### src/hdl/jats_pkg.sv
// Shared types and constants of the job admission and time-slice scheduler.
// Used by jats_dp, jats_ctrl and job_admission_timeslice_scheduler.
package jats_pkg;

  localparam int JobSlotsDef = 16;

  localparam logic [1:0] OP_ENQ  = 2'd0;
  localparam logic [1:0] OP_DEQ  = 2'd1;
  localparam logic [1:0] OP_TICK = 2'd2;
  localparam logic [1:0] OP_NONE = 2'd3;

  localparam logic [1:0] KIND_START  = 2'd0;
  localparam logic [1:0] KIND_STOP   = 2'd1;
  localparam logic [1:0] KIND_FINISH = 2'd2;

  localparam logic [1:0] ST_OK    = 2'd0;
  localparam logic [1:0] ST_FULL  = 2'd1;
  localparam logic [1:0] ST_NOJOB = 2'd2;

  localparam logic [1:0] CFG_MAX_BLOCKS  = 2'd0;
  localparam logic [1:0] CFG_MAX_JOBS    = 2'd1;
  localparam logic [1:0] CFG_BLK_LATENCY = 2'd2;

  localparam logic [15:0] MaxBlocksRst  = 16'd1;
  localparam logic [4:0]  MaxJobsRst    = 5'd1;
  localparam logic [15:0] BlkLatencyRst = 16'd60;

  typedef enum logic [1:0] {
    SLOT_SRC_SEL,
    SLOT_SRC_CMD,
    SLOT_SRC_ZERO,
    SLOT_SRC_ENQ
  } slot_src_e;

  // per-slot job record held in the slot memory
  typedef struct packed {
    logic [15:0] blocks;
    logic [7:0]  start_count;
    logic [31:0] start_tick;
    logic [31:0] stamp;
  } job_rec_t;

  typedef struct packed {
    logic        latch_in;
    logic        tick;
    logic        idx_clr;
    logic        idx_inc;
    logic        enq_write;
    logic        sel_from_idx;
    logic        sel_from_slot;
    logic        rd_slot;
    logic        load_rec;
    logic        pass_clr;
    logic        want_val;
    logic        srch_clr;
    logic        srch_run;
    logic        mark_seen;
    logic        do_start;
    logic        do_halt;
    logic        clr_valid;
    logic        mul1;
    logic        mul2;
    logic        emit;
    logic [1:0]  kind;
    logic [1:0]  status;
    logic        last;
    slot_src_e   slot_src;
  } cmd_t;

  typedef struct packed {
    logic [1:0] op;
    logic       free_here;
    logic       idx_last;
    logic       slot_ok;
    logic       sel_running;
    logic       srch_done;
    logic       best_found;
    logic       want;
    logic       can_start;
    logic       expired;
    logic       any_pending;
    logic       out_free;
  } status_t;

endpackage

### src/hdl/jats_dp.sv
// Datapath: configuration registers, slot flags, slot memory, search, slice math, output register.
// Depends on jats_pkg; driven by jats_ctrl through cmd_t and reports through status_t.
module jats_dp #(
  parameter int JOB_SLOTS = jats_pkg::JobSlotsDef
) (
  input  logic              clk_i,
  input  logic              rst_ni,
  input  jats_pkg::cmd_t    cmd_i,
  output jats_pkg::status_t sts_o,
  input  logic [1:0]        opcode_i,
  input  logic [3:0]        job_slot_i,
  input  logic [15:0]       block_count_i,
  input  logic              cfg_wr_i,
  input  logic [1:0]        cfg_index_i,
  input  logic [15:0]       cfg_data_i,
  output logic              out_valid_o,
  input  logic              out_stall_i,
  output logic [1:0]        event_kind_o,
  output logic [3:0]        event_slot_o,
  output logic [1:0]        status_o,
  output logic              last_o
);
  import jats_pkg::*;

  localparam int SLOT_W = (JOB_SLOTS > 1) ? $clog2(JOB_SLOTS) : 1;
  localparam int IDX_W  = $clog2(JOB_SLOTS + 1);

  logic [15:0] max_blocks_q;
  logic [4:0]  max_jobs_q;
  logic [15:0] blk_lat_q;

  logic [1:0]  op_q;
  logic [3:0]  slot_q;
  logic [15:0] blocks_q;

  logic [JOB_SLOTS-1:0] valid_q, running_q, seen_q;
  job_rec_t             mem_q [JOB_SLOTS];
  job_rec_t             rd_q, rec_q, wr_rec;
  logic                 wr_en;
  logic [SLOT_W-1:0]    rd_addr;

  logic [31:0] next_stamp_q, now_q;
  logic [19:0] blk_use_q;
  logic [4:0]  jobs_q;

  logic [IDX_W-1:0]  idx_q;
  logic [SLOT_W-1:0] pend_idx_q, sel_q, best_idx_q, enq_slot_q;
  logic              pend_v_q, best_v_q, want_q;
  logic [31:0]       best_age_q, age;
  logic              cand;

  logic [31:0] prod1_q;
  logic [39:0] prod2_q;
  logic [40:0] slice_end;

  logic [31:0] slot_wide, sel_wide, enq_wide;
  logic [SLOT_W-1:0] slot_idx;
  logic [20:0] blk_sum;
  logic [5:0]  jobs_inc;
  logic        out_valid_q;
  logic        out_free;
  logic [3:0]  ev_slot;

  assign slot_wide = 32'(slot_q);
  assign slot_idx  = slot_wide[SLOT_W-1:0];
  assign sel_wide  = 32'(sel_q);
  assign enq_wide  = 32'(enq_slot_q);
  assign rd_addr   = cmd_i.rd_slot ? slot_idx : idx_q[SLOT_W-1:0];

  assign age  = next_stamp_q - rd_q.stamp;
  assign cand = pend_v_q && valid_q[pend_idx_q] && (running_q[pend_idx_q] == want_q)
                && !seen_q[pend_idx_q];

  assign blk_sum   = {5'd0, rec_q.blocks} + {1'b0, blk_use_q};
  assign jobs_inc  = {1'b0, jobs_q} + 6'd1;
  assign slice_end = {9'd0, rec_q.start_tick} + {1'b0, prod2_q};
  assign out_free  = !out_valid_q || !out_stall_i;

  always_comb begin
    case (cmd_i.slot_src)
      SLOT_SRC_SEL: ev_slot = sel_wide[3:0];
      SLOT_SRC_CMD: ev_slot = slot_q;
      SLOT_SRC_ENQ: ev_slot = enq_wide[3:0];
      default:      ev_slot = 4'd0;
    endcase
  end

  always_comb begin
    wr_en  = 1'b0;
    wr_rec = rec_q;
    if (cmd_i.enq_write) begin
      wr_en  = 1'b1;
      wr_rec = '{blocks: blocks_q, start_count: 8'd0, start_tick: 32'd0,
                 stamp: next_stamp_q};
    end else if (cmd_i.do_start) begin
      wr_en = 1'b1;
      wr_rec.start_count = (rec_q.start_count == 8'hFF) ? 8'hFF : rec_q.start_count + 8'd1;
      wr_rec.start_tick  = now_q;
      wr_rec.stamp       = next_stamp_q;
    end else if (cmd_i.do_halt) begin
      wr_en        = 1'b1;
      wr_rec.stamp = next_stamp_q;
    end
  end

  always_ff @(posedge clk_i) begin
    if (wr_en) begin
      mem_q[sel_q] <= wr_rec;
    end
    rd_q <= mem_q[rd_addr];
  end

  // payload registers
  always_ff @(posedge clk_i) begin
    if (cmd_i.latch_in) begin
      op_q     <= opcode_i;
      slot_q   <= job_slot_i;
      blocks_q <= block_count_i;
    end
    if (cmd_i.load_rec) begin
      rec_q <= rd_q;
    end else if (cmd_i.srch_run && cand && (!best_v_q || age > best_age_q)) begin
      rec_q <= rd_q;
    end
    if (cmd_i.mul1) prod1_q <= 32'(blk_lat_q) * 32'(rec_q.blocks);
    if (cmd_i.mul2) prod2_q <= 40'(prod1_q) * 40'(rec_q.start_count);
  end

  always_ff @(posedge clk_i or negedge rst_ni) begin
    if (!rst_ni) begin
      max_blocks_q <= MaxBlocksRst;
      max_jobs_q   <= MaxJobsRst;
      blk_lat_q    <= BlkLatencyRst;
      valid_q      <= '0;
      running_q    <= '0;
      seen_q       <= '0;
      next_stamp_q <= '0;
      now_q        <= '0;
      blk_use_q    <= '0;
      jobs_q       <= '0;
      idx_q        <= '0;
      pend_idx_q   <= '0;
      pend_v_q     <= 1'b0;
      sel_q        <= '0;
      enq_slot_q   <= '0;
      best_idx_q   <= '0;
      best_v_q     <= 1'b0;
      best_age_q   <= '0;
      want_q       <= 1'b0;
      out_valid_q  <= 1'b0;
      event_kind_o <= '0;
      event_slot_o <= '0;
      status_o     <= '0;
      last_o       <= 1'b0;
    end else begin
      if (cfg_wr_i) begin
        case (cfg_index_i)
          CFG_MAX_BLOCKS:  max_blocks_q <= cfg_data_i;
          CFG_MAX_JOBS:    max_jobs_q   <= cfg_data_i[4:0];
          CFG_BLK_LATENCY: blk_lat_q    <= cfg_data_i;
          default: ;
        endcase
      end
      if (cmd_i.tick && now_q != 32'hFFFF_FFFF) now_q <= now_q + 32'd1;

      if (cmd_i.idx_clr) idx_q <= '0;
      else if (cmd_i.idx_inc) idx_q <= idx_q + IDX_W'(1);

      // hold the enqueued slot for the finish event; sel_q moves during the scan
      if (cmd_i.sel_from_idx) begin
        sel_q      <= idx_q[SLOT_W-1:0];
        enq_slot_q <= idx_q[SLOT_W-1:0];
      end
      if (cmd_i.sel_from_slot) sel_q <= slot_idx;

      if (cmd_i.enq_write) begin
        valid_q[sel_q]   <= 1'b1;
        running_q[sel_q] <= 1'b0;
        next_stamp_q     <= next_stamp_q + 32'd1;
      end

      if (cmd_i.pass_clr) begin
        seen_q <= '0;
        want_q <= cmd_i.want_val;
      end

      // walk all slots, one memory read per cycle, keep the oldest candidate
      if (cmd_i.srch_clr) begin
        idx_q    <= '0;
        pend_v_q <= 1'b0;
        best_v_q <= 1'b0;
      end else if (cmd_i.srch_run) begin
        if (idx_q != IDX_W'(JOB_SLOTS)) begin
          pend_v_q   <= 1'b1;
          pend_idx_q <= idx_q[SLOT_W-1:0];
          idx_q      <= idx_q + IDX_W'(1);
        end else begin
          pend_v_q <= 1'b0;
        end
        if (cand && (!best_v_q || age > best_age_q)) begin
          best_v_q   <= 1'b1;
          best_idx_q <= pend_idx_q;
          best_age_q <= age;
        end
      end

      if (cmd_i.mark_seen) begin
        sel_q              <= best_idx_q;
        seen_q[best_idx_q] <= 1'b1;
      end

      if (cmd_i.do_start) begin
        running_q[sel_q] <= 1'b1;
        blk_use_q        <= blk_sum[19:0];
        jobs_q           <= jobs_inc[4:0];
        next_stamp_q     <= next_stamp_q + 32'd1;
      end
      if (cmd_i.do_halt) begin
        running_q[sel_q] <= 1'b0;
        if (jobs_q != 5'd0) jobs_q <= jobs_q - 5'd1;
        blk_use_q    <= (blk_use_q >= {4'd0, rec_q.blocks}) ?
                        blk_use_q - {4'd0, rec_q.blocks} : 20'd0;
        next_stamp_q <= next_stamp_q + 32'd1;
      end
      if (cmd_i.clr_valid) begin
        valid_q[sel_q]   <= 1'b0;
        running_q[sel_q] <= 1'b0;
      end

      if (cmd_i.emit) begin
        out_valid_q  <= 1'b1;
        event_kind_o <= cmd_i.kind;
        event_slot_o <= ev_slot;
        status_o     <= cmd_i.status;
        last_o       <= cmd_i.last;
      end else if (!out_stall_i) begin
        out_valid_q <= 1'b0;
      end
    end
  end

  assign out_valid_o = out_valid_q;

  always_comb begin
    sts_o.op          = op_q;
    sts_o.free_here   = !valid_q[idx_q[SLOT_W-1:0]];
    sts_o.idx_last    = (idx_q == IDX_W'(JOB_SLOTS - 1));
    sts_o.slot_ok     = (slot_wide < 32'(JOB_SLOTS)) && valid_q[slot_idx];
    sts_o.sel_running = running_q[sel_q];
    sts_o.srch_done   = (idx_q == IDX_W'(JOB_SLOTS)) && !pend_v_q;
    sts_o.best_found  = best_v_q;
    sts_o.want        = want_q;
    sts_o.can_start   = (jobs_q == 5'd0) ||
                        ((blk_sum <= {5'd0, max_blocks_q}) && (jobs_inc <= {1'b0, max_jobs_q}));
    sts_o.expired     = !(slice_end > {9'd0, now_q});
    sts_o.any_pending = |(valid_q & ~running_q);
    sts_o.out_free    = out_free;
  end

  a_emit_free : assert property (@(posedge clk_i) disable iff (!rst_ni)
    cmd_i.emit |-> out_free) else $error("event issued while output register busy");
  a_start_halt : assert property (@(posedge clk_i) disable iff (!rst_ni)
    !(cmd_i.do_start && cmd_i.do_halt)) else $error("start and stop in one cycle");
  a_start_pending : assert property (@(posedge clk_i) disable iff (!rst_ni)
    cmd_i.do_start |-> (valid_q[sel_q] && !running_q[sel_q]))
    else $error("start of a job that is not pending");
  a_halt_running : assert property (@(posedge clk_i) disable iff (!rst_ni)
    cmd_i.do_halt |-> running_q[sel_q]) else $error("stop of a job that is not running");

endmodule

### src/hdl/jats_ctrl.sv
// Controller: sequences command decode, slot allocation, start and stop scans, events.
// Depends on jats_pkg; drives jats_dp through cmd_t.
module jats_ctrl (
  input  logic              clk_i,
  input  logic              rst_ni,
  input  logic              in_valid_i,
  output logic              in_stall_o,
  input  jats_pkg::status_t sts_i,
  output jats_pkg::cmd_t    cmd_o
);
  import jats_pkg::*;

  typedef enum logic [3:0] {
    S_IDLE, S_DECODE, S_ENQ_FIND, S_ENQ_WR, S_DQ_CHK, S_DQ_RD, S_DQ_HALT,
    S_SCAN, S_SRCH, S_TRY_START, S_PEND_CHK, S_MUL1, S_MUL2, S_CHK_END,
    S_STOP, S_FIN
  } state_e;

  state_e    state_q, state_d;
  logic [1:0] fin_status_q, fin_status_d;
  slot_src_e fin_src_q, fin_src_d;

  always_comb begin
    state_d      = state_q;
    fin_status_d = fin_status_q;
    fin_src_d    = fin_src_q;
    cmd_o        = '0;
    cmd_o.slot_src = SLOT_SRC_SEL;
    in_stall_o   = (state_q != S_IDLE);
    case (state_q)
      S_IDLE: begin
        if (in_valid_i) begin
          cmd_o.latch_in = 1'b1;
          state_d = S_DECODE;
        end
      end
      S_DECODE: begin
        fin_status_d = ST_OK;
        case (sts_i.op)
          OP_ENQ: begin
            fin_src_d     = SLOT_SRC_ENQ;
            cmd_o.idx_clr = 1'b1;
            state_d       = S_ENQ_FIND;
          end
          OP_DEQ: begin
            fin_src_d = SLOT_SRC_CMD;
            state_d   = S_DQ_CHK;
          end
          OP_TICK: begin
            fin_src_d  = SLOT_SRC_ZERO;
            cmd_o.tick = 1'b1;
            state_d    = S_SCAN;
          end
          default: begin
            fin_src_d = SLOT_SRC_ZERO;
            state_d   = S_FIN;
          end
        endcase
      end
      S_ENQ_FIND: begin
        if (sts_i.free_here) begin
          cmd_o.sel_from_idx = 1'b1;
          state_d = S_ENQ_WR;
        end else if (sts_i.idx_last) begin
          fin_status_d = ST_FULL;
          fin_src_d    = SLOT_SRC_ZERO;
          state_d      = S_FIN;
        end else begin
          cmd_o.idx_inc = 1'b1;
        end
      end
      S_ENQ_WR: begin
        cmd_o.enq_write = 1'b1;
        state_d = S_SCAN;
      end
      S_DQ_CHK: begin
        cmd_o.rd_slot = 1'b1;
        if (sts_i.slot_ok) begin
          cmd_o.sel_from_slot = 1'b1;
          state_d = S_DQ_RD;
        end else begin
          fin_status_d = ST_NOJOB;
          state_d      = S_FIN;
        end
      end
      S_DQ_RD: begin
        cmd_o.load_rec = 1'b1;
        state_d = S_DQ_HALT;
      end
      S_DQ_HALT: begin
        if (!sts_i.sel_running) begin
          cmd_o.clr_valid = 1'b1;
          state_d = S_SCAN;
        end else if (sts_i.out_free) begin
          cmd_o.do_halt   = 1'b1;
          cmd_o.clr_valid = 1'b1;
          cmd_o.emit      = 1'b1;
          cmd_o.kind      = KIND_STOP;
          state_d = S_SCAN;
        end
      end
      S_SCAN: begin
        cmd_o.pass_clr = 1'b1;
        cmd_o.want_val = 1'b0;
        cmd_o.srch_clr = 1'b1;
        state_d = S_SRCH;
      end
      S_SRCH: begin
        cmd_o.srch_run = 1'b1;
        if (sts_i.srch_done) begin
          if (sts_i.best_found) begin
            cmd_o.mark_seen = 1'b1;
            state_d = sts_i.want ? S_MUL1 : S_TRY_START;
          end else begin
            state_d = sts_i.want ? S_FIN : S_PEND_CHK;
          end
        end
      end
      S_TRY_START: begin
        if (!sts_i.can_start) begin
          cmd_o.srch_clr = 1'b1;
          state_d = S_SRCH;
        end else if (sts_i.out_free) begin
          cmd_o.do_start = 1'b1;
          cmd_o.emit     = 1'b1;
          cmd_o.kind     = KIND_START;
          cmd_o.srch_clr = 1'b1;
          state_d = S_SRCH;
        end
      end
      S_PEND_CHK: begin
        if (sts_i.any_pending) begin
          cmd_o.pass_clr = 1'b1;
          cmd_o.want_val = 1'b1;
          cmd_o.srch_clr = 1'b1;
          state_d = S_SRCH;
        end else begin
          state_d = S_FIN;
        end
      end
      S_MUL1: begin
        cmd_o.mul1 = 1'b1;
        state_d = S_MUL2;
      end
      S_MUL2: begin
        cmd_o.mul2 = 1'b1;
        state_d = S_CHK_END;
      end
      S_CHK_END: begin
        if (sts_i.expired) begin
          state_d = S_STOP;
        end else begin
          cmd_o.srch_clr = 1'b1;
          state_d = S_SRCH;
        end
      end
      S_STOP: begin
        if (sts_i.out_free) begin
          cmd_o.do_halt  = 1'b1;
          cmd_o.emit     = 1'b1;
          cmd_o.kind     = KIND_STOP;
          cmd_o.srch_clr = 1'b1;
          state_d = S_SRCH;
        end
      end
      S_FIN: begin
        cmd_o.slot_src = fin_src_q;
        if (sts_i.out_free) begin
          cmd_o.emit   = 1'b1;
          cmd_o.kind   = KIND_FINISH;
          cmd_o.status = fin_status_q;
          cmd_o.last   = 1'b1;
          state_d = S_IDLE;
        end
      end
      default: state_d = S_IDLE;
    endcase
  end

  always_ff @(posedge clk_i or negedge rst_ni) begin
    if (!rst_ni) begin
      state_q      <= S_IDLE;
      fin_status_q <= ST_OK;
      fin_src_q    <= SLOT_SRC_ZERO;
    end else begin
      state_q      <= state_d;
      fin_status_q <= fin_status_d;
      fin_src_q    <= fin_src_d;
    end
  end

  a_accept_busy : assert property (@(posedge clk_i) disable iff (!rst_ni)
    (state_q == S_IDLE && in_valid_i) |=> (state_q == S_DECODE))
    else $error("accepted command not decoded");
  a_finish_last : assert property (@(posedge clk_i) disable iff (!rst_ni)
    (cmd_o.emit && cmd_o.last) |=> (state_q == S_IDLE))
    else $error("finish event did not end the command");
  a_last_only_fin : assert property (@(posedge clk_i) disable iff (!rst_ni)
    cmd_o.emit |-> (cmd_o.last == (cmd_o.kind == KIND_FINISH)))
    else $error("last flag on a non-finish event");

endmodule

### src/hdl/job_admission_timeslice_scheduler.sv
// Job admission and time-slice scheduler, top level.
// Instantiates jats_ctrl and jats_dp; types and constants from jats_pkg.
//
// Usage:
//  - Command channel: in_valid_i / in_stall_o with opcode_i, job_slot_i, block_count_i.
//    A command transfers at a clock edge with in_valid_i high and in_stall_o low.
//    Only one command is in flight; in_stall_o stays high until its finish event is taken
//    into the output register.
//  - Event channel: out_valid_o / out_stall_i with event_kind_o, event_slot_o, status_o,
//    last_o. Every command gives zero or more start/stop events, then one finish event
//    with last_o set. A stalled event holds in the output register; the controller waits.
//  - Configuration: cfg_valid_i / cfg_ready_o with cfg_index_i and cfg_data_i; ready is
//    always high. Write only while no command is in flight.
//  - Sequencing: each job examined costs one walk of all slots through the slot memory read
//    port, plus a start try, or a slice-end check (two multiply stages and a compare) and a
//    stop step when the job is stopped. A tick with nothing pending makes one walk; enqueue
//    adds a free-slot search and the record write.
//  - Reset: all slots free, counters and time zero, registers at their reset values.
//    No memory clearing pass is needed.
module job_admission_timeslice_scheduler #(
  parameter int JOB_SLOTS = jats_pkg::JobSlotsDef
) (
  input  logic        clk_i,
  input  logic        rst_ni,
  input  logic        in_valid_i,
  output logic        in_stall_o,
  input  logic [1:0]  opcode_i,
  input  logic [3:0]  job_slot_i,
  input  logic [15:0] block_count_i,
  output logic        out_valid_o,
  input  logic        out_stall_i,
  output logic [1:0]  event_kind_o,
  output logic [3:0]  event_slot_o,
  output logic [1:0]  status_o,
  output logic        last_o,
  input  logic        cfg_valid_i,
  output logic        cfg_ready_o,
  input  logic [1:0]  cfg_index_i,
  input  logic [15:0] cfg_data_i
);
  import jats_pkg::*;

  cmd_t    cmd;
  status_t sts;

  assign cfg_ready_o = 1'b1;

  jats_ctrl u_ctrl (
    .clk_i      (clk_i),
    .rst_ni     (rst_ni),
    .in_valid_i (in_valid_i),
    .in_stall_o (in_stall_o),
    .sts_i      (sts),
    .cmd_o      (cmd)
  );

  jats_dp #(
    .JOB_SLOTS (JOB_SLOTS)
  ) u_dp (
    .clk_i         (clk_i),
    .rst_ni        (rst_ni),
    .cmd_i         (cmd),
    .sts_o         (sts),
    .opcode_i      (opcode_i),
    .job_slot_i    (job_slot_i),
    .block_count_i (block_count_i),
    .cfg_wr_i      (cfg_valid_i & cfg_ready_o),
    .cfg_index_i   (cfg_index_i),
    .cfg_data_i    (cfg_data_i),
    .out_valid_o   (out_valid_o),
    .out_stall_i   (out_stall_i),
    .event_kind_o  (event_kind_o),
    .event_slot_o  (event_slot_o),
    .status_o      (status_o),
    .last_o        (last_o)
  );

endmodule
### config.mk
export PLATFORM = sky130hd
export DESIGN_NAME = job_admission_timeslice_scheduler
export DESIGN_NICKNAME = d
export VERILOG_FILES = /design/src/hdl/jats_pkg.sv /design/src/hdl/jats_dp.sv /design/src/hdl/jats_ctrl.sv /design/src/hdl/job_admission_timeslice_scheduler.sv
export SDC_FILE = /design/constraint.sdc
export NUM_CORES = 2
export LEC_CHECK = 0
export BUFFER_PORTS_ARGS = -buffer_cell sky130_fd_sc_hd__buf_2
export CAP_MARGIN = 20
export CORE_AREA = 2 2 467 469
export DETAILED_ROUTE_END_ITERATION = 8
export DIE_AREA = 0 0 469 471
export PLACE_DENSITY_LB_ADDON = 0.3
export SYNTH_ARGS = -nofsm -noshare
export SYNTH_HDL_FRONTEND = slang
export SYNTH_SLANG_ARGS = --single-unit
### constraint.sdc
create_clock -name clk_i -period 11.4 [get_ports clk_i]
set_input_delay 1.14 -clock clk_i [delete_from_list [all_inputs] [get_ports clk_i]]
set_output_delay 1.14 -clock clk_i [all_outputs]
set_load 0.01 [all_outputs]
Word-level counts from Yosys, hierarchy flattened --
Memories as Yosys holds them, arrays and structs flattened. A register that Yosys moved wholly into a read port is not among the register bits. Index checks and enable logic that the tools add are counted.
Word-level totals: output and inout bits 12, memories kept 1, input bits 45, bits in latches 0, bits in registers 430, bits in writable memories 1408, word-level logic and storage cells 282, bits in read-only memories 0
Operators by class: muxes and demuxes 128, div/mod/pow operators 0, order comparisons 13, $mul 2, bitwise logic cells 11, reduce and logical (&&, ||, !) cells 45, add/sub/neg operators 10, equality and inequality tests 36, shift-type cells 0
Memory list:
- u_dp.mem_q | words 16, bits a word 88, read ports 1, clocked after memory_dff 1, write ports 1, RTL line jats_dp.sv:37 | job_rec_t mem_q [JOB_SLOTS];
Operator list (count):
- two-way mux 88 bit | 2
- two-way mux 32 bit | 5
- two-way mux 16 bit | 9
- AND 16 bit | 5
- two-way mux 72 bit | 1
- adder 32 x 1 -> 32 bit, second input constant | 2
- one-hot mux 4 bit (16 select lines) | 1
- two-way mux 20 bit | 3
- two-way mux 4 bit | 15
- bitwise OR 16 bit | 3
- two-way mux 1 bit | 45
- two-way mux 5 bit | 9
- adder 32 x 40 -> 41 bit | 1
- greater-than comparator 41 x 32 -> 1 bit | 1
- multiplier 32 x 8 -> 40 bit | 1
- two-way mux 40 bit | 1
- == test 4 bit, second input constant | 8
- greater-than comparator 32 bit | 1
- multiplier 16 x 16 -> 32 bit | 1
- inequality test 32 bit, second input constant | 1
- NOT 16 bit | 2
- subtractor 32 bit | 1
- < comparator 4 x 5 -> 1 bit, second input constant | 6
- binary-select mux 1 bit (select 4 bit) | 6
- other kinds (51) | 115

Longest topological paths before layout --
depth in word-level cells 13, mapped depth 27, gate-level depth less buffers 25

Cells and area by module --
Synthesis repeated with hierarchy kept, for this count alone.
Second synthesis, totals: cells, all modules 6903, area total of the unflattened synthesis 96664.0 µm²
Modules (own cells, without submodules):
- jats_dp | instances 1, area an instance 95725.6 µm², cells each 6769, sequential area each 55520.7 µm²
- jats_ctrl | instances 1, area an instance 927.1 µm², cells each 132, sequential area each 201.4 µm²
- job_admission_timeslice_scheduler | instances 1, area an instance 11.3 µm², cells each 2, sequential area each 0.0 µm²

Least setup slack after synthesis --
No wires, ideal clock.
path type reg2reg, start point reg u_dp.rec_q[80] in the netlist's numbering, end point mem u_dp.mem_q[15][0] in the netlist's numbering, enable pin, required time 10.864 ns, path slack 2.784 ns, arrival time 8.080 ns, period minus slack after synthesis 8.616 ns, buffers on the path 5, cell stages (with the launch flop) 27, setup time 0.536 ns, path through edfxtp_1 -> clkbuf_1 -> inv_1 -> ha_1 -> clkbuf_1 -> inv_1 -> a21oi_1 -> o21bai_1 -> a21oi_1 -> nand2_1 -> a21oi_1 -> o21bai_1 -> a21o_1 -> a21oi_1 -> xnor2_1 -> ha_1 -> or3_1 -> a221oi_1 -> o211ai_1 -> a211oi_1 -> o31ai_1 -> o31ai_4 -> a21oi_2 -> buf_2 -> buf_4 -> buf_2 -> nor2_1
On the way: cells in the longest elaborated chain, start to end 10
RTL lines:
- start, declared | RTL line jats_dp.sv:38 | job_rec_t rd_q, rec_q, wr_rec;
- start signal, assigned | RTL line jats_dp.sv:121 | rec_q <= rd_q;
- start signal, assigned | RTL line jats_dp.sv:123 | rec_q <= rd_q;
- adder 16 x 20 -> 21 bit | RTL line jats_dp.sv:74 | assign blk_sum = {5'd0, rec_q.blocks} + {1'b0, blk_use_q};
- <= comparator 21 x 16 -> 1 bit | RTL line jats_dp.sv:254 | ((blk_sum <= {5'd0, max_blocks_q}) && (jobs_inc <= {1'b0, max_jobs_q}));
- logical AND 1 bit | RTL line jats_dp.sv:254
- logical OR 1 bit | RTL line jats_dp.sv:253 | sts_o.can_start = (jobs_q == 5'd0) ||
- two-way mux 1 bit | RTL line jats_ctrl.sv:120 | if (!sts_i.can_start) begin
- two-way mux 1 bit | RTL line jats_ctrl.sv:30 | case (state_q)
- two-way mux 1 bit | RTL line jats_dp.sv:95 | end else if (cmd_i.do_start) begin
- two-way mux 1 bit | RTL line jats_dp.sv:91 | if (cmd_i.enq_write) begin
- two-way mux 1 bit | RTL line jats_dp.sv:107 | if (wr_en) begin
- two-way mux 1 bit (implied by the code) | RTL line jats_dp.sv:108 | mem_q[sel_q] <= wr_rec;
- end, declared | RTL line jats_dp.sv:37
No other way between the ends.

Worst setup path after layout --
start point reg u_dp.rec_q[75] in the netlist's numbering, end point mem u_dp.mem_q[6][84] in the netlist's numbering, enable pin
Same word-level chain as after synthesis.

==> flow_summary.json <==
{
  "wl_per_cell_um": 24.3,
  "synth-seq-cells": 1926,
  "worst_slew_pin_slew_ns": 1.18,
  "tritoncts.num_buffers": 196,
  "timing.critical_path.to_type": "register",
  "grt_first_pass_wirelength_um": 370000,
  "cts_htree_levels": 4,
  "synth_seq_area_share_pct": 57.7,
  "max-clock-path-buffers": 3,
  "fmaxAchievable_ghz": 0.129,
  "gpl.final_weighted_congestion": 0.916,
  "antenna_violating_nets_post_route": 0,
  "arrival_ns": 8.17,
  "coreArea_mm2": 0.216,
  "routed_wl_um": 244000,
  "commonest_cells_after_routing_fill_and_taps_aside": "sky130_fd_sc_hd__edfxtp_1, sky130_fd_sc_hd__nand2_1, sky130_fd_sc_hd__inv_1",
  "maxUsedRoutingLayer": "met5",
  "worst-path-max-fanout": 52,
  "synth_async_sr_flop_share_pct": 12.9,
  "syn_area_mm2": 0.0966,
  "share_of_cells_above_drive_strength_1_pct": 14.3,
  "synth.avg_cell_area_um2": 14.0,
  "firstDrtPassIters": 5,
  "timing.reg2reg.worst_path_depth": 25,
  "grt_overflow_total": 0,
  "dp_hpwl_um": 158000,
  "period_minus_slack_ns": 7.75,
  "floorplan.initialDensity_pct": 44.7,
  "cts_setup_buffers": 0,
  "max_cap_violations": 0,
  "first_global_vias": 58600,
  "path_class": "reg -> reg",
  "cts_hold_repair.buffers": 0,
  "clk_transition_reported_paths_ns": 0.06,
  "data_required_time_of_the_critical_path_ns": 11.82,
  "setup_tns_ns": 0,
  "vias": 57300,
  "timing.final.max_slew_violations": 0,
  "drt_drc_violations_left": 0,
  "grt_antenna_before_repair": 9,
  "layout-area-overhead-vs-synth_pct": 11.5,
  "grt_setup_unrepaired": "false",
  "synth-edff-count": 1590,
  "grtUsageTotal_pct": 22.2,
  "post_drt_via_cell_ratio": 5.72,
  "syn-num-nets": 7682,
  "ys_dominant_reg_cell": "sky130_fd_sc_hd__edfxtp_1",
  "max_slew_margin_pct": 20.9,
  "layout_commonest_cell": "sky130_fd_sc_hd__edfxtp_1",
  "clock_insertion_delay_worst_skew_ns": 0.92,
  "dieArea_mm2": 0.221,
  "ys.warnings.count": 0,
  "crit_path_start_kind": "register",
  "routedLengthMet1_um": 106000,
  "cts.repair.resized": 0,
  "met3WireLength_um": 17600,
  "detail_route.iter0.violations": 5223,
  "cts_sink_cnt": 1926,
  "num-nets-final": 7762,
  "grt_max_degree": 169,
  "min_path_type": "in -> async",
  "synth_cell_type_count": 92,
  "finalHoldViolCount": 0,
  "placement_rows": 171,
  "final_count_of_negative_setup_slack_endpoints": 0,
  "status": "finished clean",
  "die_w_um": 469,
  "port_buffers": 55,
  "tritoncts": "built",
  "post_synth_inst_count": 6907,
  "fp.dieH_um": 471,
  "worst_clock_skew_ns": 0.135,
  "min_period_over_period_pct": 68.0,
  "dr_wl_met2_um": 114000,
  "cts_root_buffer": "sky130_fd_sc_hd__clkbuf_16",
  "ioPinCount": 57
}
metrics by stage:
stage / area [um^2] / cells / hold slack (ns) / utilization [%] / setup slack (ns)
final: 108000 / 10000 / 0.309 / 49.8 / 3.65
after global placement: 100000 / 9613 / 0.387 / 46.4 / 3.71
after floorplan: 96600 / 6907 / 0.386 / - / 2.78
after CTS: 107000 / 9989 / 0.286 / 49.7 / 3.58
after detailed placement: 100000 / 9615 / 0.389 / 46.5 / 3.62
after global routing: 108000 / 10000 / 0.325 / 49.8 / 3.23
synth_stat cells (88+ instances only):
cell / number / area (um^2)
sky130_fd_sc_hd__edfxtp_1: 1590 / 47700
sky130_fd_sc_hd__a31oi_1: 103 / 644
sky130_fd_sc_hd__mux4_2: 370 / 8330
sky130_fd_sc_hd__and2_1: 320 / 2000
sky130_fd_sc_hd__dfxtp_1: 88 / 1760
sky130_fd_sc_hd__xnor2_1: 164 / 1440
sky130_fd_sc_hd__o21ai_0: 233 / 1170
sky130_fd_sc_hd__clkbuf_1: 235 / 882
sky130_fd_sc_hd__a211oi_1: 121 / 908
sky130_fd_sc_hd__a21oi_1: 240 / 1200
sky130_fd_sc_hd__fa_1: 378 / 7570
sky130_fd_sc_hd__ha_1: 352 / 4400
sky130_fd_sc_hd__dfrtp_1: 241 / 6030
sky130_fd_sc_hd__inv_1: 593 / 2230
sky130_fd_sc_hd__nor2_1: 213 / 800
sky130_fd_sc_hd__nand2_1: 798 / 3000
per-layer routing:
| metal | vias up | global-route usage (%) |
|---|---|---|
| met5 | - | 0 |
| met4 | 4 | 5.58 |
| met3 | 328 | 3.59 |
| met2 | 1974 | 34.9 |
| met1 | 29800 | 32.2 |
| li1 | 25300 | - |
registers in the layout, summed over array words and instances (netlist names), 5 cells and up:
register / cells
u_dp.next_stamp_q: 32
u_dp.blocks_q: 16
u_dp.now_q: 32
u_dp.seen_q: 16
u_dp.rd_q: 88
u_dp.mem_q: 1408
u_dp.jobs_q: 5
u_dp.idx_q: 5
u_dp.best_age_q: 32
u_dp.max_blocks_q: 16
u_dp.blk_use_q: 20
u_dp.max_jobs_q: 5
u_dp.prod1_q: 32
u_dp.rec_q: 88
u_dp.running_q: 16
u_dp.blk_lat_q: 16
u_dp.valid_q: 16
u_dp.prod2_q: 40
final timing paths:
check / startpoint / endpoint / slack [ns]
min in group clk_i: u_dp.rd_q[32] / u_dp.rec_q[32] / 0.37
max: u_dp.rec_q[75] / u_dp.mem_q[6][84] / 3.65
min reg2reg: u_dp.rd_q[32] / u_dp.rec_q[32] / 0.37
max in group asynchronous: rst_ni / u_dp.next_stamp_q[8] / 9.60
min: rst_ni / u_dp.max_jobs_q[1] / 0.31
max reg2reg: u_dp.rec_q[75] / u_dp.mem_q[6][84] / 3.65
cell type report:
type / count / area, um^2
diodes: 1 / 2.50
clock buffers: 264 / 5420
clock inverters: 110 / 1520
fillers: 18200 / 108000
inverters: 593 / 2230
multi-input cells: 4085 / 37700
flip-flops and latches: 1926 / 55700
well taps: 2854 / 3570
repair buffers: 185 / 1440
kinds of logic after synthesis:
group	Yosys count	share of synthesized area, %
adders and majority gates	730	12.4
DFF	1926	57.7
AOI/OAI and AO/OA	975	6.42
buffers and inverters	896	3.54
xor gates and xnor gates	210	1.90
muxes	458	9.64
other	1	0.00388
and+or+nand+nor	1711	8.39
worst max-delay path, stage by stage (launching register included):
cell	delay (ns)
sky130_fd_sc_hd__edfxtp_1	0.76
sky130_fd_sc_hd__inv_1	0.16
sky130_fd_sc_hd__ha_1	0.50
sky130_fd_sc_hd__nor2b_1	0.07
sky130_fd_sc_hd__o21ai_0	0.23
sky130_fd_sc_hd__nand3_1	0.20
sky130_fd_sc_hd__nand3b_1	0.21
sky130_fd_sc_hd__nand2_1	0.13
sky130_fd_sc_hd__a21oi_1	0.19
sky130_fd_sc_hd__o21bai_1	0.11
sky130_fd_sc_hd__a21o_1	0.19
sky130_fd_sc_hd__a21oi_1	0.16
sky130_fd_sc_hd__xnor2_1	0.11
sky130_fd_sc_hd__ha_1	0.20
sky130_fd_sc_hd__or3_1	0.31
sky130_fd_sc_hd__a221oi_1	0.24
sky130_fd_sc_hd__o211ai_1	0.15
sky130_fd_sc_hd__a211oi_1	0.39
sky130_fd_sc_hd__o31ai_1	0.22
sky130_fd_sc_hd__o31ai_4	0.20
sky130_fd_sc_hd__buf_4	0.26
sky130_fd_sc_hd__a21oi_4	0.15
sky130_fd_sc_hd__buf_4	0.43
sky130_fd_sc_hd__nor2_4	0.19
sky130_fd_sc_hd__buf_4	0.57
sky130_fd_sc_hd__buf_4	0.90
Power is not shown: default switching activity piles up to over one toggle a cycle in this logic, so the estimate is an artifact.
